$ cat config.mk
export PLATFORM = sky130hd
export DESIGN_NAME = asa_ram
export DESIGN_NICKNAME = d
export VERILOG_FILES = /design/src/rtl/asa_ram.sv
export SDC_FILE = /design/constraint.sdc
export NUM_CORES = 1
export LEC_CHECK = 0
export ABC_AREA = 1
export BUFFER_PORTS_ARGS = -buffer_cell sky130_fd_sc_hd__buf_2
export CAP_MARGIN = 40
export CORE_MARGIN = 2
export CORE_UTILIZATION = 50
export CTS_CLUSTER_SIZE = 25
export DETAILED_ROUTE_END_ITERATION = 8
export PLACE_DENSITY = 0.7
export SLEW_MARGIN = 20
export SYNTH_ARGS = -nofsm -noshare
export SYNTH_HDL_FRONTEND = slang
export SYNTH_SLANG_ARGS = --single-unit
export TNS_END_PERCENT = 1
$ cat constraint.sdc
create_clock -name clk -period 1.7 [get_ports clk]
set_clock_uncertainty 0.05 [all_clocks]
set_input_delay 0.34 -clock clk [delete_from_list [all_inputs] [get_ports clk]]
set_output_delay 0.34 -clock clk [all_outputs]
set_load 0.005 [all_outputs]
$ cat src/rtl/asa_ram.sv
// Generic single-write, single-read synchronous RAM with registered read data.
// No dependencies.
module asa_ram #(
	parameter int WIDTH = 8,
	parameter int DEPTH = 16
) (
	input  logic                     clk,
	input  logic                     we,
	input  logic [$clog2(DEPTH)-1:0] waddr,
	input  logic [WIDTH-1:0]         wdata,
	input  logic                     re,
	input  logic [$clog2(DEPTH)-1:0] raddr,
	output logic [WIDTH-1:0]         rdata
);

	logic [WIDTH-1:0] mem [DEPTH];

	always_ff @(posedge clk) begin
		if (we) begin
			mem[waddr] <= wdata;
		end
		if (re) begin
			rdata <= mem[raddr];
		end
	end

endmodule

Yosys cells after proc, flatten, opt, wreduce, memory -nomap -nowiden
Memory sizes are Yosys's and may differ from the RTL's. A register that Yosys moved wholly into a read port is not among the register bits. Index checks and enable logic that the tools add are counted.

Bits in latches: 0. Logic and storage cells: 3. Bits in writable memories: 128. Bits in registers: 0. Memories: 1. Memory bits (read-only): 0.

Memory list: mem (words 16, bits a word 8, rd ports 1, clocked after memory_dff 1, write ports 1, RTL line 16) `logic [WIDTH-1:0] mem [DEPTH];`.

Eq/ne operators: 0. Multipliers: 0. Multiplexer cells: 2. Divide/modulo/power cells: 0. Add/sub/neg operators: 0. Shift-type cells: 0. Bitwise logic cells: 0. Magnitude comparators: 0. Reductions and logical operators: 0.

Operator list (count): 1-bit 2-to-1 mux (2).

Longest topological paths before layout
Gate-level depths: netlist of the first run.

Depth after elaboration: 2. Gate-level depth with buffers: 8.

Worst setup path before layout of the first run
OpenSTA, ideal clock, no wires.

Path type: input to register. Start: in waddr[2]. End: mem mem[10][0] (enable). Library setup time: 0.370 ns. Data arrival time: 0.921 ns. Stages on the path: 2. Buffers on the path: 0. Setup slack: 0.359 ns. Cell sequence: nand3b_1 nor2_1.

RTL lines: start, declared (RTL line 9) `input logic [$clog2(DEPTH)-1:0] waddr,`; end, declared (RTL line 16).

No word-level cell before the write port.

Worst setup path in the final report of the first run
Start: reg rdata[4], read port of mem. End: out rdata[4].

RTL lines: start, declared (RTL line 13) `output logic [WIDTH-1:0] rdata`.

No word-level cell between the ends.

==> run metrics, run 1 <==
fin crit period=around 1.4 ns; Worst EP arrival=0.97 ns; H-tree depth=4; Core Rows=39; Leak=2.93 nW; post-synthesis sequential area ratio=69.8%; Yosys warnings=0; grt ovf=0; RePlAce Congestion=0.870; largest stage delay on the critical path=just over 0.4 ns; Syn Nets=570; CTS clk-pin slew, worst paths=roughly 0.060 ns; xor and xnor area share after synthesis=0%; post_cts resized=0; Skew-Pair Late Insertion Delay=0.41 ns; Post-Syn Instances=551; CP max-delay cell=edfxtp_1; routed len/inst=17.2 um; layout cell share with drive strength beyond 1=a little over an eighth; unrepaired setup endpoints after global routing=false; largest net degree at the start of global routing=33; Hold Crit Class=in -> reg; top cell type's share of synthesized area=69.8%; initial antenna violation count=0; vias in the first global route=3883; CORE AREA=approximately 11000 sq um; crit path kind=reg -> out; final core occ=59.0%; Worst Setup End Kind=output pin; initial core utilization=51.2%; remaining antenna violation count after routing=0; setup repair bufs after CTS=0; Max clock buf depth=2; NumNets Final=617; Setup Viol. Count Final=0; CTS Sinks=136; Synth Area in Simple Gates=between 20% and 30%; Max Cap Violations=0; CTS tree=built; Max Slew Vio Count=0; Total Routing Usage GR=21.8%; area growth from synthesis to layout=15.2%; Inserted Clock Buffers=17; syn_area_per_cell=10.6 sq um; Rel. slew slack=60.3%; outcome=finished clean; via count of the routed design=around 4000; Buffers & Inverters on Critical Path=1; IO Pins=27; DIE AREA=12600 sq um; ant diodes=0; area of the multi-input gates=1210 sq um; Netlist Area Pre-Place=5850 sq um; largest family of logic cells by synthesized area=simple AND/OR/NAND/NOR gates; drt initial violations=roughly 370; via/cell ratio=5.26; setup tns final=0 ns; wire length of the first global-routing pass=20300 um; PwrDens=1140 nW/um^2; Detailed Place HPWL=8100 um; worst-margin pin slew=0.595 ns; chip height=112 um; final WL=12900 um; cts hold-fix bufs=0; Crit path required time=1.31 ns; Pre-antenna DRT Iters=5; # DRC=0; CP cell instances=buf_2; Synth Area in Compound Gates=0%; Synth area leader=edfxtp_1; Final Cycle Share=80.1%; crit-path max FO=1; Startpoint Class=flop; most area-consuming cells after synthesis=edfxtp_1 70%, nand2_1 11%, nand3_1 8.3%; Filler cells=950; Max Fclk=734 MHz; mux cell area share after synthesis=0%; Yosys cell types=11; PortBufs=26; post-synthesis adder-cell area fraction=0%; CP top delay family=flip-flops; number of synthesized register bits=136; final hold violations=0; CTS root buf=clkbuf_16; Die Wd=around 110 um; Register Area=4080 sq um; VDD IR max=0.703 mV
[sequential cells by signal, indices dropped and copies added (netlist names)]
| register | cells |
|---|---|
| mem | 128 |
| rdata | 8 |
[synth_stat cells]
master / n
nor2_1: 17
nand2_1: 173
buf_6: 6
edfxtp_1: 136
buf_4: 4
inv_1: 100
buf_2: 13
buf_1: 1
nand3b_1: 2
nand3_1: 97
inv_2: 2
[report_power, final]
part | switching (W) | internal (W)
combinational | 0.000324 | 0.000138
sequential | 0.0000227 | 0.00378
clock | 0.00128 | 0.00211
total | 0.00163 | 0.00603
[path summary, 6_finish.rpt]
| kind | startpoint | endpoint | slack (ns) | cells past startpoint |
|---|---|---|---|---|
| setup / recovery | rdata[4] | rdata[4] | 0.34 | 1 |
| hold / removal | re | rdata[3] | 0.24 | 1 |
| setup reg to reg | mem[5][1] | rdata[1] | 0.49 | 6 |
| hold reg to reg | mem[10][0] | rdata[0] | 0.68 | 6 |
[cell usage in the layout (no fill, tap or decap)]
cell,Yosys,routed
clkinv_2,0,5
inv_2,2,2
edfxtp_1,136,136
buf_12,0,1
nor2_1,17,17
nand3_1,97,97
clkbuf_16,0,17
buf_4,4,25
bufinv_16,0,2
buf_2,13,26
nand2_1,173,173
clkinvlp_4,0,3
inv_1,100,100
clkbuf_1,0,2
nand3b_1,2,2
[cells by family after synthesis]
logic type | after synthesis
buffers and inverters | 126
DFF | 136
and+or+nand+nor | 289
[per-layer routing]
metal	track usage [%]	wire, um
met5	0	0
met2	34.7	6210
met3	5.56	993
met1	29.5	5450
met4	7.64	291
[layout make-up]
type	count	area share [%]
sequential	136	60.6
clock buffer	19	6.43
multi-input combinational	289	18.0
clock inverter	10	1.60
inverter	102	5.68
timing repair buffer	52	5.01
tap	143	2.66
[stage by stage]
step | hold WS (ns) | setup slack, ns | total power [W] | cell area, sq um | instances
finish | 0.239 | 0.338 | 0.00766 | 6740 | 751
global route | 0.232 | 0.323 | 0.00789 | 6740 | 751
CTS | 0.227 | 0.335 | 0.00769 | 6740 | 751
detailed placement | 0.653 | 0.101 | 0.00432 | 6200 | 722
global placement | 0.651 | 0.119 | 0.00431 | 6200 | 722
floorplan | 0.389 | 0.359 | 0.00413 | 5850 | 551
(Power assumes the default switching activity.)
==> run 2: changes to the inputs <==
==> constraint.sdc (replaced) <==
create_clock -name clk -period 1.26 [get_ports clk]
set_clock_uncertainty 0.05 [all_clocks]
set_input_delay 0.252 -clock clk [delete_from_list [all_inputs] [get_ports clk]]
set_output_delay 0.252 -clock clk [all_outputs]
set_load 0.005 [all_outputs]
==> run metrics, run 2 (synthesis gave the netlist of run 1 again) <==
outcome=complete, but fails checks (was finished clean); violated checks=negative setup slack; Worst EP arrival=1.01 ns (was 0.97 ns); DIE AREA=12600 sq um (unchanged); internal power=0.00876 W (was 0.00603 W); Crit path required time=0.96 ns (was 1.31 ns); Inserted Clock Buffers=17 (unchanged); Largest regs=mem x128, rdata x8 (unchanged); grt ovf=0 (unchanged); largest net degree at the start of global routing=33 (unchanged); final core occ=60.3% (was 59.0%); switching pwr=0.00222 W (was 0.00163 W); combinational share of power=5.9% (was 6.0%); total power=0.0110 W (was 0.00766 W); H-tree depth=4 (unchanged); layout cell share with drive strength beyond 1=14.6% (was 13.3%); Hold Crit Class=in -> reg (unchanged); vias in the first global route=3921 (was 3883); worst setup margin=-0.0545 ns (was 0.338 ns); PwrDens=1590 nW/um^2 (was 1140 nW/um^2); crit path kind=reg -> out (unchanged); PortBufs=26 (unchanged); Buffers & Inverters on Critical Path=1 (unchanged); CP max-delay cell=edfxtp_1 (unchanged); commonest non-fill, non-tap cell in the layout=nand2_1 (unchanged); CP top delay family=flip-flops (unchanged); Leak=3.01 nW (was 2.93 nW); Switching Fraction=20.2% (was 21.3%); Pre-antenna DRT Iters=5 (unchanged); RePlAce Congestion=0.940 (was 0.870); crit-path max FO=1 (unchanged); drt initial violations=347 (was 369); fin cells=760 (was 751); sequential group share of total power=46.8% (was 49.6%); routed len/inst=17.7 um (was 17.2 um); Place WS=-0.283 ns (was 0.101 ns); Rel. slew slack=58.9% (was 60.3%); CTS root buf=clkbuf_16 (unchanged); commonest cells after routing, fill and taps aside=173 x nand2_1, 136 x edfxtp_1, 100 x inv_1 (unchanged); CTS tree=built (unchanged); placed cells=728 (was 722); Max Cap Violations=0 (unchanged); Setup Viol. Count Final=4 (was 0); CORE AREA=11400 sq um (unchanged); wire length of the first global-routing pass=20800 um (was 20300 um); Filler cells=921 (was 950); remaining antenna violation count after routing=0 (unchanged); VDD IR max=1.40 mV (was 0.703 mV); Core Rows=39 (unchanged); cts hold-fix bufs=0 (unchanged); Startpoint Class=flop (unchanged); initial antenna violation count=0 (unchanged); clock power share=47.3% (was 44.4%); CTS Sinks=136 (unchanged); area growth from synthesis to layout=17.8% (was 15.2%); Skew-Pair Late Insertion Delay=0.42 ns (was 0.41 ns); CTS clk-pin slew, worst paths=0.06 ns (about the same); final WL=13500 um (was 12900 um); NumNets Final=623 (was 617); CP cell instances=buf_2 (unchanged); unrepaired setup endpoints after global routing=true (was false); largest stage delay on the critical path=0.43 ns (was 0.41 ns); via count of the routed design=3996 (was 3953); Die Wd=112 um (unchanged); worst-margin pin slew=0.615 ns (was 0.595 ns); Final Cycle Share=104%; fin crit period=1.31 ns; max FFs per register=128 (unchanged); initial core utilization=51.2% (unchanged); via/cell ratio=5.26 (about the same); Max clock buf depth=2 (unchanged); chip height=112 um (unchanged); Total Routing Usage GR=22.6% (was 21.8%); Most flops, register=mem (unchanged); IO Pins=27 (unchanged); Detailed Place HPWL=8450 um (was 8100 um); # DRC=0 (unchanged); ant diodes=0 (unchanged); Hold WS=0.150 ns (was 0.239 ns); Max Fclk=approximately 760 MHz; final hold violations=0 (unchanged); Worst Setup End Kind=output pin (unchanged); Max Slew Vio Count=0 (unchanged)
run 2: changes by cell type in the layout (fill, tap and decap cells not counted):
cell	delta
buf_4	+6
bufinv_16	+3
clkinv_1	+6
clkinv_2	-3
clkinvlp_4	-3
nand3_1	-6
nand3_2	+6
run 2: timing repair:
action                                  in CTS  in global routing
hold endpoints to repair                     0                  0
endpoints found under the setup margin       5                 10
buffers inserted                             0                  0
resized for setup                            0                  6
run 2: metal layers:
layer  global-route usage (%)  share of wire [%]
met3                     6.26                5.5
met5                        0                  0
met2                     36.2                 49
met1                     29.4                 43
met4                     9.43                2.4
run 2: cell type report:
cell class	instances	area, sq um	share of cell area (%)
well taps	143	179	2.60
repair buffers	58	383	5.56
inverters	102	383	5.56
clock buffers	19	433	6.29
multi-input cells	289	1240	18.1
clock inverters	13	183	2.65
flip-flops and latches	136	4080	59.3
run 2: worst paths after layout:
kind | startpoint | end | slack, ns | depth (start not counted)
min | re | rdata[3] | 0.15 | 1
max | rdata[4] | rdata[4] | -0.05 | 1
max reg2reg | mem[9][5] | rdata[5] | 0.07 | 6
min reg2reg | mem[13][1] | rdata[1] | 0.69 | 6
run 2: power by group through the flow:
stage / combinational [W] / clock (W) / sequential [W]
4_1_cts: 0.000637 / 0.00527 / 0.00513
6_report: 0.000653 / 0.00519 / 0.00513
2_1_floorplan: 0.000357 / 0 / 0.00522
3_3_place_gp: 0.000619 / 0 / 0.00522
3_5_place_dp: 0.000633 / 0 / 0.00522
5_1_grt: 0.000717 / 0.00544 / 0.00514
run 2: metrics by stage:
step | area, sq um | TNS [ns]
floorplan | 5850 | 0
global placement | 6240 | -3.45
detailed placement | 6240 | -5.90
CTS | 6860 | -0.154
global route | 6890 | -0.231
finish | 6890 | -0.128
