$ cat config.mk
export PLATFORM = sky130hd
export DESIGN_NAME = asa_rec
export DESIGN_NICKNAME = d
export VERILOG_FILES = /design/src/rtl/asa_pkg.sv /design/src/rtl/asa_rec.sv
export SDC_FILE = /design/constraint.sdc
export NUM_CORES = 1
export LEC_CHECK = 0
export ABC_CLOCK_PERIOD_IN_PS = 13600
export BUFFER_PORTS_ARGS = -buffer_cell sky130_fd_sc_hd__buf_4
export CORE_MARGIN = 8
export CORE_UTILIZATION = 55
export CTS_CLUSTER_SIZE = 14
export DETAILED_ROUTE_END_ITERATION = 8
export GPL_TIMING_DRIVEN = 0
export PLACE_DENSITY_LB_ADDON = 0.05
export SLEW_MARGIN = 30
export SYNTH_ARGS = -nofsm -noshare
export SYNTH_HDL_FRONTEND = slang
export SYNTH_SLANG_ARGS = --single-unit
$ cat constraint.sdc
create_clock -name clk -period 13.6 [get_ports clk]
set_input_delay 0.68 -clock clk [delete_from_list [all_inputs] [get_ports clk]]
set_output_delay 0.68 -clock clk [all_outputs]
set_load 0.02 [all_outputs]
$ cat src/rtl/asa_pkg.sv
// Shared types and constants of the allocation statistics accumulator.
// No dependencies.
package asa_pkg;

	localparam int DEF_CATEGORIES = 1024;
	localparam int BYTES_W        = 48;
	localparam int COUNT_W        = 32;
	localparam int AMOUNT_W       = 32;
	localparam int CAT_W          = 10;
	localparam int IN_DATA_W      = 48;
	localparam int OUT_DATA_W     = 424;

	localparam logic [BYTES_W-1:0] BYTES_MAX = {BYTES_W{1'b1}};
	localparam logic [COUNT_W-1:0] COUNT_MAX = {COUNT_W{1'b1}};

	localparam logic OP_RECORD = 1'b0;
	localparam logic OP_READ   = 1'b1;

	// Figures kept for one category or for the grand total.
	typedef struct packed {
		logic [BYTES_W-1:0] pk;
		logic [BYTES_W-1:0] ab;
		logic [BYTES_W-1:0] fb;
		logic [COUNT_W-1:0] ac;
		logic [COUNT_W-1:0] fc;
	} entry_t;

	localparam int ENTRY_W = $bits(entry_t);

	typedef enum logic [2:0] {
		ST_CLEAR,
		ST_IDLE,
		ST_CALC1,
		ST_CALC2,
		ST_WB
	} state_t;

endpackage

$ cat src/rtl/asa_rec.sv
// Two-step record datapath: saturating counter update, then live count and peak.
// Depends on asa_pkg.
module asa_rec (
	input  logic                                   clk,
	input  logic                                   en,
	input  logic                                   alloc,
	input  logic [asa_pkg::AMOUNT_W-1:0]           mag,
	input  asa_pkg::entry_t                        cur,
	output asa_pkg::entry_t                        nxt_s2,
	output logic signed [asa_pkg::BYTES_W:0]       live_bytes_s2,
	output logic signed [asa_pkg::COUNT_W:0]       live_chunks_s2
);
	import asa_pkg::*;

	logic [BYTES_W:0]   sum_ab;
	logic [BYTES_W:0]   sum_fb;
	entry_t             upd;
	entry_t             ent_s1;
	entry_t             ent_pk;
	logic               en_s1;
	logic [BYTES_W:0]   live_b;
	logic [COUNT_W:0]   live_c;
	logic               raise;

	always_comb begin
		sum_ab = {1'b0, cur.ab} + (BYTES_W + 1)'(mag);
		sum_fb = {1'b0, cur.fb} + (BYTES_W + 1)'(mag);
		upd    = cur;
		if (en && alloc) begin
			upd.ab = sum_ab[BYTES_W] ? BYTES_MAX : sum_ab[BYTES_W-1:0];
			upd.ac = (cur.ac == COUNT_MAX) ? cur.ac : cur.ac + 1'b1;
		end else if (en) begin
			upd.fb = sum_fb[BYTES_W] ? BYTES_MAX : sum_fb[BYTES_W-1:0];
			upd.fc = (cur.fc == COUNT_MAX) ? cur.fc : cur.fc + 1'b1;
		end
	end

	always_ff @(posedge clk) begin
		ent_s1 <= upd;
		en_s1  <= en;
	end

	always_comb begin
		live_b = {1'b0, ent_s1.ab} - {1'b0, ent_s1.fb};
		live_c = {1'b0, ent_s1.ac} - {1'b0, ent_s1.fc};
		// raise only on a positive live count above the old peak
		raise  = en_s1 && !live_b[BYTES_W] && (live_b[BYTES_W-1:0] > ent_s1.pk);
		ent_pk = ent_s1;
		if (raise) begin
			ent_pk.pk = live_b[BYTES_W-1:0];
		end
	end

	always_ff @(posedge clk) begin
		nxt_s2         <= ent_pk;
		live_bytes_s2  <= live_b;
		live_chunks_s2 <= live_c;
	end

endmodule

; ---- Yosys cells after proc, flatten, opt, wreduce, memory -nomap -nowiden
; Cells that the tools add are included.
[word_totals]
reg_bits = 499
inputBits = 243
output_inout_bits = 290
[classes]
addsub = 6
magnitude_cmp = 1
eq_ne = 2
n_mux = 11
n_reduce_logical = 4
[ops]
columns = operator, n
row1 = $mux 48, 6
row2 = $mux 32, 5
row3 = $add 48x32->49, 2
row4 = $add 32x1->32 const B, 2
row5 = $eq 32x32->1 const B, 2
row6 = $sub 48x48->49, 1
row7 = $gt 48x48->1, 1
row8 = $sub 32x32->33, 1
row9 = $logic_and 1x1->1, 3
row10 = $logic_not 1->1, 1

; ---- Logic depth before layout (Yosys ltp)
; Gate-level depths: netlist of run 1.
[logic_depth]
word_depth = 5
depth_mapped = 25

; ---- Worst setup path after synthesis of run 1
; No wires, ideal clock.
[synth_timing]
kind = flip-flop to flip-flop
start = reg ent_s1, in the netlist ent_pk[75]
end = reg nxt_s2[187] in the netlist's numbering
setup_ps = 123
arrival_time_ps = 4485
t_required_ps = 13477
path_slack_ps = 8991
path_stages_with_launch = 21
path_buffers = 3
path_cell_list = dfxtp_1 -> inv_1 -> ha_1 -> clkbuf_1 -> and4_1 -> a21o_1 -> a31o_2 -> a41oi_2 -> or3_1 -> a41oi_1 -> a41oi_1 -> xnor2_1 -> ha_1 -> nand4_1 -> or3_1 -> or2_2 -> o21bai_1 -> o311ai_2 -> buf_2 -> buf_6 -> mux2_1
[synth_lines]
columns = element, line_no
row1 = "start, declared", asa_rec.sv:18  ; entry_t ent_s1;
row2 = "start signal, assigned", asa_rec.sv:39  ; ent_s1 <= upd;
row3 = "end signal, assigned", asa_rec.sv:55  ; nxt_s2 <= ent_pk;
row4 = "end, declared", asa_rec.sv:9  ; output asa_pkg::entry_t nxt_s2,

==> reports/qor.csv, run 1 <==
stage;metric;value;unit
hold_path;worstHoldPathType;input port to flop;
detailed_routing;drt-wirelength-per-cell;21.82;um
detailed_routing;dr.pass1.iters;5;
clocking;post_cts_buffers;0;
status;status;finished, final reports clean;
sta;finalWorstSetupSlack;7.605;ns
die;core-area;39640;um2
placed_design;dp.cells;3335;
power;p_total;4.404;mW
worst_setup_path;path_cells;inv_1, ha_1, clkbuf_1, nand2_1, nor4_2, o311ai_0, nand3b_1, nor3_1, o31ai_2, a31oi_1, o21ai_0, xor2_1, ha_1, nand4_1, nor2_1, a211oi_1, o221ai_1, o21bai_1, o311ai_2, buf_2, buf_6, mux2_1;
worst_setup_path;crit_fanout;10;
final_layout;design_area;28350;um2
sta;min_period;5.995;ns
synthesis;ys_seq_area_share;45.44;%
worst_setup_path;crit_type;flop to flop;
worst_setup_path;critPathCaptureType;flop;
clocking;cts_tree;yes;
global_route;grt_use_total;30.49;%
placed_design;place_ws;7.759;ns
global_route;grt_max_degree;15;
final_layout;fin_nets;3303;
detailed_routing;drt_iter0_drc;1304;
synthesis;synth_cell_type_count;75;
sta;fmax;0.1668;GHz
clocking;cts-resized-gates;0;
sta;min_period_over_period;44.08;%
placed_design;place.gp.congestion;0.9560;
sta;fin_hold_ws;0.1907;ns
die;rows;73;
synthesis;synth_warnings;0;
flow_run;maxCapViolations;0;
final_layout;mostFrequentLayoutCells;532 x buf_4, 499 x dfxtp_1, 194 x ha_1;
worst_setup_path;crit_top_cell;ha_1;
worst_setup_path;crit_slowest_cell;nor4_2;
die;die_y;215.9;um
sta;maxSlewHeadroom;34.10;%
worst_setup_path;cp_top_family;compound AO/OA/AOI/OAI gates;
detailed_routing;via_per_inst;5.598;
clocking;clock-root-buffer;clkbuf_16;
global_route;grt_pass1_wl;111200;um
sta;report.final.slew_viol_count;0;
detailed_routing;antenna_left;0;
final_layout;final_util;71.52;%
final_layout;nFillCells;3020;
final_layout;regArea;9990;um2
clocking;numClockSinks;499;
power;leakage;13.44;nW
worst_setup_path;cp-start-kind;flop;
clocking;clk-insertion-delay-late;0.59;ns
synthesis;ys_seq_elements;499;
sta;tightest_slew;0.9849;ns
global_route;grt_overflow;0;
global_route;antenna_found_initial;8;
sta;rsz0062_at_grt;false;
power;pwr_density_cell;155.4;nW/um2
final_layout;fin_cells;3432;
clocking;clk_pin_slew;0.06;ns
power;ir_worst_vdd;0.1103;mV
clocking;cts-htree-levels;2;
sta;tns;0;ns
synthesis;ys.flop_type;dfxtp_1;
detailed_routing;via_count;19210;
global_route;first_global_vias;19210;
clocking;postCtsHoldBufs;0;
die;die_w;215.9;um
die;die_area;46620;um2
sta;hold_viol;0;
worst_setup_path;worst_ep_arrival_time;6.46;ns
synthesis;synth_area;21980;um2
sta;finClkSkew;0.02167;ns
final_layout;multi_input_area;11130;um2
placed_design;port_buffers;532;
final_layout;drive_gt1_share;23.23;%
synthesis;synth_fp_nets;2719;
worst_setup_path;path_buf_inv;4;
placed_design;place_area;26630;um2
synthesis;syn_area_per_cell;9.650;um2
final_layout;synthToLayoutAreaGrowth;28.97;%
placed_design;dp_hpwl;61910;um
detailed_routing;wl;74870;um
worst_setup_path;cpPeakStageDelay;0.52;ns
die;ios;533;
detailed_routing;drcViolationCount;0;
sta;setup_violations;0;
clocking;cts_buffer_depth;3;
final_layout;mostFrequentLayoutCell;buf_4;
synthesis;synth_edf_count;0;
synthesis;synthCells;2278;
worst_setup_path;cp.required;14.07;ns
synthesis;synth_async_sr_flop_share;0;%
clocking;cts_buffers;50;
die;initial_core_util;55.45;%
-- per-layer routing --
layer  GRT usage, %  share of wire, %  up-vias
met4          11.18               3.4        4
li1               -                 -     9227
met3          7.832               8.9      137
met2          52.48                48      865
met1          36.33                40     8981
met5              0             0.036        -
-- final timing paths --
check / endpoint / slack [ns] / startpoint / cells after the start
hold reg to reg: nxt_s2[103] / 0.35 / ent_pk[103] / 0
setup reg to reg: nxt_s2[188] / 7.61 / ent_pk[86] / 22
hold / removal: ent_s1[186] / 0.19 / cur[186] / 1
setup / recovery: nxt_s2[188] / 7.61 / ent_pk[86] / 22
-- power breakdown --
part | switching (mW) | leakage, nW | internal, mW
logic | 0.742 | 8.38 | 0.511
registers | 0.0917 | 4.21 | 1.64
clock network | 0.582 | 0.853 | 0.833
total | 1.42 | 13.4 | 2.99
-- cell type report --
class                           count  share of cell area (%)
Multi-Input combinational cell   1558                   39.27
Inverter                          178                   2.357
Tap cell                          525                   2.317
Clock buffer                       64                   4.846
Antenna cell                        5                 0.04413
Buffer                             43                  0.6753
Clock inverter                     28                   1.165
Timing Repair Buffer              532                   14.09
Sequential cell                   499                   35.24
-- worst register-to-register path: cells and delay by family, from the launching register on --
family / cells / cell delay, ns
flops: 1 / 0.42
fa+ha+maj: 2 / 0.60
buf+inv: 4 / 0.97
simple gates: 6 / 1.24
xor+xnor: 1 / 0.33
mux: 1 / 0.35
compound gates: 8 / 1.97
-- kinds of logic (layout without fill, tap and decap cells) --
kind of cell,Yosys count,count (layout),synth area share (%)
other,0,5,0
AOI/OAI and AO/OA,565,565,16.75
buffers and inverters,221,845,3.910
adders and majority gates,198,198,11.41
and+or+nand+nor,548,548,12.02
DFF,499,499,45.44
muxes,56,56,2.857
xor gates and xnor gates,191,191,7.610
-- Yosys cell counts, types with 18 or more instances --
library cell    n  share of area [%]
a21o_1         73                2.5
a21oi_1       166                3.8
a31oi_1        45                1.3
and3_1         29               0.83
clkbuf_1       28               0.48
dfxtp_1       499                 45
ha_1          194                 11
inv_1         177                3.0
mux2_1         29                1.5
mux2_2         25                1.3
nand2_1       163                2.8
nand3_1        66                1.5
nand4_1        44                1.3
nor2_1        127                2.2
nor2b_1        25               0.71
nor3_1         27               0.61
o211ai_1       22               0.75
o21a_1         24               0.82
o21ai_0        89                2.0
o21bai_1       18               0.61
o22a_1         24               0.96
xnor2_1       121                4.8
xor2_1         70                2.8
-- state kept, by name, indices dropped and copies added (netlist names) --
| register | cells |
|---|---|
| en_s1 | 1 |
| ent_pk | 160 |
| ent_s1 | 48 |
| live_bytes_s2 | 49 |
| live_chunks_s2 | 33 |
| nxt_s2 | 208 |
Power figures use the tool's default switching activity.
==> run 2: changes to the inputs <==
ABC_CLOCK_PERIOD_IN_PS = 5500   (was 13600)
CORE_UTILIZATION = 49   (was 55)
clock period = 5.5 ns   (was 13.6 ns; I/O delays follow)
==> reports/qor.csv, run 2 (synthesized netlist as in run 1, its figures left out) <==
stage;metric;value;unit;change
clocking;cts_tree;yes;;unchanged
final_layout;top_register;nxt_s2;;unchanged
global_route;first_global_vias;20390;;was 19210
final_layout;regArea;9990;um2;unchanged
flow_run;maxCapViolations;0;;unchanged
placed_design;place.gp.congestion;0.9298;;was 0.9560
worst_setup_path;crit_fanout;10;;unchanged
global_route;antenna_found_initial;1;;was 8
worst_setup_path;critPathCaptureType;flop;;unchanged
detailed_routing;dr.pass1.iters;5;;unchanged
die;rows;77;;was 73
die;die_area;51900;um2;was 46620 um2
clocking;numClockSinks;499;;unchanged
final_layout;drive_gt1_share;22.11;%;was 23.23%
final_layout;fin_nets;3538;;was 3303
clocking;clock-root-buffer;clkbuf_16;;unchanged
detailed_routing;via_per_inst;5.378;;was 5.598
final_layout;multi_input_area;11220;um2;was 11130 um2
hold_path;worstHoldPathType;input port to flop;;unchanged
placed_design;place_ws;-0.3929;ns;was 7.759 ns
worst_setup_path;cp-start-kind;flop;;unchanged
global_route;grt_use_total;29.21;%;was 30.49%
sta;tightest_slew;1.040;ns;was 0.9849 ns
die;die_w;227.8;um;was 215.9 um
global_route;grt_pass1_wl;119300;um;was 111200 um
sta;maxSlewHeadroom;30.41;%;was 34.10%
sta;min_period;5.321;ns;was 5.995 ns
final_layout;largest_reg_flops;208;;unchanged
die;ios;533;;unchanged
die;initial_core_util;49.71;%;was 55.45%
power;ir_worst_vdd;0.2996;mV;was 0.1103 mV
sta;fin_hold_ws;0.05253;ns;was 0.1907 ns
status;status;finished, final reports clean;;unchanged
power;pwr_density_cell;361.2;nW/um2;was 155.4 nW/um2
detailed_routing;drt_iter0_drc;1358;;was 1304
sta;report.final.slew_viol_count;0;;unchanged
worst_setup_path;worst_ep_arrival_time;5.78;ns;was 6.46 ns
sta;rsz0062_at_grt;true;;was false
power;leakage;14.50;nW;was 13.44 nW
die;core-area;44220;um2;was 39640 um2
worst_setup_path;cp.required;5.96;ns;was 14.07 ns
clocking;clk-insertion-delay-late;0.59;ns;about the same
sta;hold_viol;0;;unchanged
sta;min_period_over_period;96.75;%;was 44.08%
final_layout;mostFrequentLayoutCell;buf_4;;unchanged
clocking;clk_pin_slew;0.06;ns;about the same
final_layout;mostFrequentLayoutCells;537 x buf_4, 499 x dfxtp_1, 234 x dlygate4sd3_1;;was 532 x buf_4, 499 x dfxtp_1, 194 x ha_1
sta;fmax;0.1879;GHz;was 0.1668 GHz
clocking;cts_buffers;50;;unchanged
global_route;grt_max_degree;15;;unchanged
clocking;cts_buffer_depth;3;;unchanged
die;die_y;227.8;um;was 215.9 um
final_layout;nFillCells;3429;;was 3020
final_layout;synthToLayoutAreaGrowth;41.00;%;was 28.97%
sta;setup_violations;0;;unchanged
placed_design;port_buffers;532;;unchanged
clocking;cts-htree-levels;2;;unchanged
detailed_routing;wl;79490;um;was 74870 um
worst_setup_path;crit_type;flop to flop;;unchanged
sta;finalWorstSetupSlack;0.1789;ns;was 7.605 ns
placed_design;dp_hpwl;63350;um;was 61910 um
sta;finClkSkew;0.01804;ns;was 0.02167 ns
detailed_routing;drcViolationCount;0;;unchanged
detailed_routing;drt-wirelength-per-cell;21.27;um;was 21.82 um
detailed_routing;via_count;20100;;was 19210
detailed_routing;antenna_left;0;;unchanged
global_route;grt_overflow;0;;unchanged
run 2: cell count changes in the layout (fill, tap and decap cells not counted), moves of 3 or more:
cell | previous run | this run
clkbuf_1 | 35 | 30
buf_4 | 532 | 537
buf_2 | 10 | 7
clkinv_2 | 16 | 7
clkinvlp_4 | 1 | 4
dlygate4sd3_1 | 0 | 234
clkbuf_8 | 7 | 12
run 2: cell type report:
cell class              instances  area share (%)
plain buffers                  38          0.5934
diodes                          6         0.04844
flip-flops and latches        499           32.23
clock inverters                24           1.033
multi-input cells            1558           36.19
clock buffers                  70           4.735
well taps                     592           2.390
repair buffers                772           20.63
inverters                     178           2.156
run 2: worst max-delay path, stage by stage (launching register included):
cell,delay (ns)
dfxtp_1,0.32
inv_1,0.06
ha_1,0.37
a21oi_1,0.27
o21ai_0,0.22
o311ai_1,0.45
nand3b_1,0.15
nor3_2,0.32
o31ai_4,0.13
a31oi_1,0.35
o21ai_0,0.17
xor2_1,0.22
ha_1,0.33
nand4_1,0.17
or3_1,0.36
or2_2,0.29
o21bai_1,0.17
o311ai_2,0.19
buf_6,0.19
buf_6,0.15
mux2_1,0.32
run 2: through the flow:
stage                     instance area [um2]  instances  TNS [ns]  utilization [%]  power [mW]
after floorplan                         21980       2278         0                -       6.090
after global placement                  26720       3402    -10.73            60.42       7.390
after detailed placement                26720       3402    -11.11            60.42       7.429
after CTS                               30880       3730         0            69.82       11.19
after global routing                    30980       3732    -1.053            70.06       11.69
final                                   31000       3737         0            70.09       11.20
run 2: power by group:
part,switching [mW],total (mW),internal [mW]
sequential,0.218,4.28,4.07
combinational,1.90,3.29,1.39
clock,1.46,3.62,2.16
total,3.57,11.2,7.62
run 2: timing repair:
| item | CTS | global route |
|---|---|---|
| endpoints found under the setup margin | 48 | 48 |
| pin swaps | 1 | 3 |
| resized for setup | 6 | 13 |
| hold buffers | 234 | 0 |
| setup buffers | 0 | 6 |
| hold endpoints to repair | 207 | 0 |
run 2: path summary, 6_finish.rpt:
check | from | to | slack, ns | cells past startpoint
max | ent_pk[72] | nxt_s2[190] | 0.18 | 20
min | cur[74] | ent_pk[74] | 0.05 | 3
max reg2reg | ent_pk[72] | nxt_s2[190] | 0.18 | 20
min reg2reg | ent_pk[2] | nxt_s2[2] | 0.35 | 0
run 2: routing by layer:
| layer | share of wire [%] | track usage, % | wire, um |
|---|---|---|---|
| met1 | 41 | 36.12 | 32720 |
| met3 | 7.7 | 5.485 | 6116 |
| met5 | 0 | 0 | 0 |
| met4 | 4.0 | 12.11 | 3205 |
| met2 | 47 | 49.52 | 37460 |
==> run 3: changes to the inputs <==
ABC_AREA = 1   (was default)
CORE_UTILIZATION = 51   (was 49)
==> reports/qor.csv, run 3 <==
stage;metric;value;unit;change
final_layout;mostFrequentLayoutCell;nand2_1;;was buf_4
worst_setup_path;regToRegStartpoint;ent_pk[100];;was ent_pk[72]
synthesis;synth_warnings;0;;unchanged
sta;setup_violations;0;;unchanged
synthesis;synthXorXnorAreaFrac;3.985;%;was 7.610%
synthesis;synth_area_leaders;dfxtp_1 36%, nand2_1 17%, inv_1 11%;;was dfxtp_1 45%, ha_1 11%, xnor2_1 4.8%
synthesis;yosys.area.top_type;dfxtp_1;;unchanged
worst_setup_path;startpoint;ent_pk[100];;was ent_pk[72]
hold_path;hp-start;cur[32];;was cur[74]
synthesis;synth.most_common_cell;nand2_1;;was dfxtp_1
synthesis;synth_common_cells;1297 x nand2_1, 804 x inv_1, 499 x dfxtp_1, 459 x nor2_1, 241 x nand3_1;;was 499 x dfxtp_1, 194 x ha_1, 177 x inv_1, 166 x a21oi_1, 163 x nand2_1
final_layout;top_register;nxt_s2;;unchanged
detailed_routing;wl;112300;um;was 79490 um
synthesis;synth_edf_count;0;;unchanged
power;ir_worst_vdd;0.2830;mV;was 0.2996 mV
global_route;grt_max_degree;16;;was 15
synthesis;synth_fa_ha_area_share;8.983;%;was 11.41%
synthesis;synth_mux_area_share;0;%;was 2.857%
detailed_routing;drcViolationCount;0;;unchanged
flow_run;maxCapViolations;0;;unchanged
placed_design;port_buffers;532;;unchanged
placed_design;dp_hpwl;92940;um;was 63350 um
clocking;post_cts_buffers;0;;unchanged
sta;report.final.slew_viol_count;0;;unchanged
global_route;grt_pass1_wl;166200;um;was 119300 um
sta;rsz0062_at_grt;false;;was true
die;core-area;53920;um2;was 44220 um2
clocking;clk-insertion-delay-late;0.63;ns;was 0.59 ns
clocking;postCtsHoldBufs;187;;was 234
sta;hold_viol;0;;unchanged
sta;tns;0;ns;unchanged
detailed_routing;via_per_inst;5.199;;was 5.378
clocking;cts_buffers;51;;was 50
synthesis;synth_fp_nets;4689;;was 2719
worst_setup_path;rr_worst_depth;22;;was 20
synthesis;synth_area;27910;um2;was 21980 um2
clocking;cts_tree;yes;;unchanged
status;status;finished, final reports clean;;unchanged
synthesis;yosys.area_share.simple;32.34;%;was 12.02%
clocking;numClockSinks;499;;unchanged
worst_setup_path;r2r_end;nxt_s2[176];;was nxt_s2[190]
detailed_routing;antenna_left;0;;unchanged
synthesis;syn_area_per_cell;6.571;um2;was 9.650 um2
sta;finClkSkew;0.03593;ns;was 0.01804 ns
synthesis;synth_top_family_by_area;simple AND/OR/NAND/NOR gates;;was compound AO/OA/AOI/OAI gates
worst_setup_path;crit_type;flop to flop;;unchanged
final_layout;largest_reg_flops;208;;unchanged
power;p_switching;4.248;mW;was 3.573 mW
die;rows;85;;was 77
detailed_routing;drt_iter0_drc;2400;;was 1358
synthesis;synthDominantCellAreaShare;35.79;%;was 45.44%
synthesis;ys_seq_elements;499;;unchanged
clocking;cts-resized-gates;0;;was 6
synthesis;ys_seq_area_share;35.79;%;was 45.44%
power;p_clk_share;30.3;%;was 32.4%
hold_path;worstHoldPathType;input port to flop;;unchanged
synthesis;synth_compound_area_share;7.419;%;was 16.75%
power;internal_power;7.491;mW;was 7.622 mW
power;pwr_density_cell;322.7;nW/um2;was 361.2 nW/um2
final_layout;mostFrequentLayoutCells;1297 x nand2_1, 804 x inv_1, 534 x buf_4;;was 537 x buf_4, 499 x dfxtp_1, 234 x dlygate4sd3_1
sta;min_period_over_period;85.32;%;was 96.75%
detailed_routing;dr.pass1.iters;8;;was 5
detailed_routing;via_count;29960;;was 20100
die;die_w;249.9;um;was 227.8 um
placed_design;place.gp.congestion;1.013;;was 0.9298
worst_setup_path;worst_ep_arrival_time;5.21;ns;was 5.78 ns
die;die_area;62470;um2;was 51900 um2
global_route;antenna_found_initial;8;;was 1
die;die_y;249.9;um;was 227.8 um
global_route;first_global_vias;28630;;was 20390
sta;fmax;0.2131;GHz;was 0.1879 GHz
worst_setup_path;crit_fanout;10;;unchanged
power;p_total;11.74;mW;was 11.20 mW
clocking;cts_buffer_depth;3;;unchanged
hold_path;min_to;ent_pk[32];;was ent_pk[74]
detailed_routing;drt-wirelength-per-cell;19.48;um;was 21.27 um
sta;tightest_slew;0.9257;ns;was 1.040 ns
sta;maxSlewHeadroom;38.29;%;was 30.41%
hold_path;min_path_cells;3;;unchanged
global_route;grt_overflow;0;;unchanged
die;ios;533;;unchanged
global_route;grt_use_total;34.41;%;was 29.21%
clocking;clock-root-buffer;clkbuf_16;;unchanged
clocking;clk_pin_slew;0.06;ns;about the same
synthesis;ys.flop_type;dfxtp_1;;unchanged
synthesis;synth_async_sr_flop_share;0;%;unchanged
sta;min_period;4.692;ns;was 5.321 ns
final_layout;synthToLayoutAreaGrowth;30.32;%;was 41.00%
power;power_frac_comb;33.0;%;was 29.4%
power;leakage;19.52;nW;was 14.50 nW
power;seqPwrFrac;36.7;%;was 38.3%
die;initial_core_util;51.77;%;was 49.71%
final_layout;drive_gt1_share;13.30;%;was 22.11%
synthesis;synth_cell_type_count;47;;was 75
worst_setup_path;r2r_slack;0.81;ns;was 0.18 ns
worst_setup_path;critPathCaptureType;flop;;unchanged
synthesis;synthCells;4248;;was 2278
final_layout;fin_nets;5461;;was 3538
clocking;cts-htree-levels;2;;unchanged
power;switching_share;36.19;%;was 31.92%
final_layout;nFillCells;4796;;was 3429
worst_setup_path;cp-start-kind;flop;;unchanged
worst_setup_path;cp.required;6.01;ns;was 5.96 ns
run 3: cell count changes in the layout (fill, tap and decap cells not counted), moves of 68 or more:
cell / previous run / this run
a21o_1: 73 / 5
inv_1: 177 / 804
nand2_1: 163 / 1297
nand3_1: 66 / 241
nor2_1: 126 / 459
xnor2_1: 120 / 47
run 3: cells by family (layout without fill, tap and decap cells):
logic type | after synthesis | in the layout
flops | 499 | 499
simple gates | 2193 | 2193
fa+ha+maj | 198 | 198
xor+xnor | 127 | 127
compound gates | 389 | 389
buf+inv | 842 | 1654
other cells | 0 | 6
run 3: how the worst max path moves through the flow:
stage | end | slack, ns | depth (start not counted)
3_5_place_dp | nxt_s2[176] | 0.99 | 22
3_3_place_gp | nxt_s2[176] | 1.04 | 22
4_1_cts | nxt_s2[176] | 0.96 | 22
5_1_grt | nxt_s2[176] | 0.60 | 24
6_report | nxt_s2[176] | 0.81 | 22
2_1_floorplan | nxt_s2[195] | 2.20 | 26
run 3: layer usage:
layer,up-vias,routed length [um],global-route usage [%]
li1,14720,-,-
met1,13570,47040,44.47
met2,1400,49980,55.78
met3,271,9579,5.737
met4,2,5636,15.96
met5,-,13,0
run 3: critical path, stage by stage, from the launching register on:
cell and delay, ns:
dfxtp_1 0.50, inv_1 0.13, ha_1 0.44, nand2_1 0.15, nor2_1 0.18, inv_1 0.11, nor3_1 0.31, nand3_1 0.23
nand3_1 0.15, nand2_1 0.05, nand2_1 0.12, inv_1 0.07, ha_1 0.26, nand2_1 0.08, nor2_1 0.08, nand4_1 0.10
nor2_1 0.07, nand3b_1 0.14, nor2_1 0.05, nor2_1 0.60, nand3_4 0.21, buf_2 0.24, o21ai_1 0.30
run 3: area by class of cell:
cell class,count,area (um2),share of cell area (%)
antenna,6,15.01,0.04128
buffer,37,185.2,0.5091
clock buffer,64,1355,3.725
clock inverter,29,356.6,0.9803
inverter,805,3022,8.307
multi-input combinational,2907,14720,40.46
sequential,499,9990,27.46
tap,696,870.8,2.394
timing repair buffer,719,5866,16.12
run 3: power by group through the flow:
stage / logic, mW / clock network [mW] / registers, mW
detailed placement: 3.68 / 0 / 4.38
global route: 4.21 / 3.73 / 4.33
floorplan: 1.77 / 0 / 4.72
global placement: 3.65 / 0 / 4.36
CTS: 3.81 / 3.59 / 4.30
finish: 3.87 / 3.56 / 4.31
run 3: stage by stage:
step | instance area [um2] | instances | hold WS [ns] | util (%) | setup WS (ns)
6_report | 36380 | 5762 | 0.03871 | 67.46 | 0.8076
2_1_floorplan | 27910 | 4248 | 0.3027 | - | 2.203
3_3_place_gp | 32780 | 5476 | 0.3337 | 60.79 | 1.036
3_5_place_dp | 32780 | 5476 | 0.3389 | 60.79 | 0.9858
5_1_grt | 36380 | 5762 | 0.04228 | 67.46 | 0.6024
4_1_cts | 36360 | 5756 | 0.0006871 | 67.43 | 0.9578
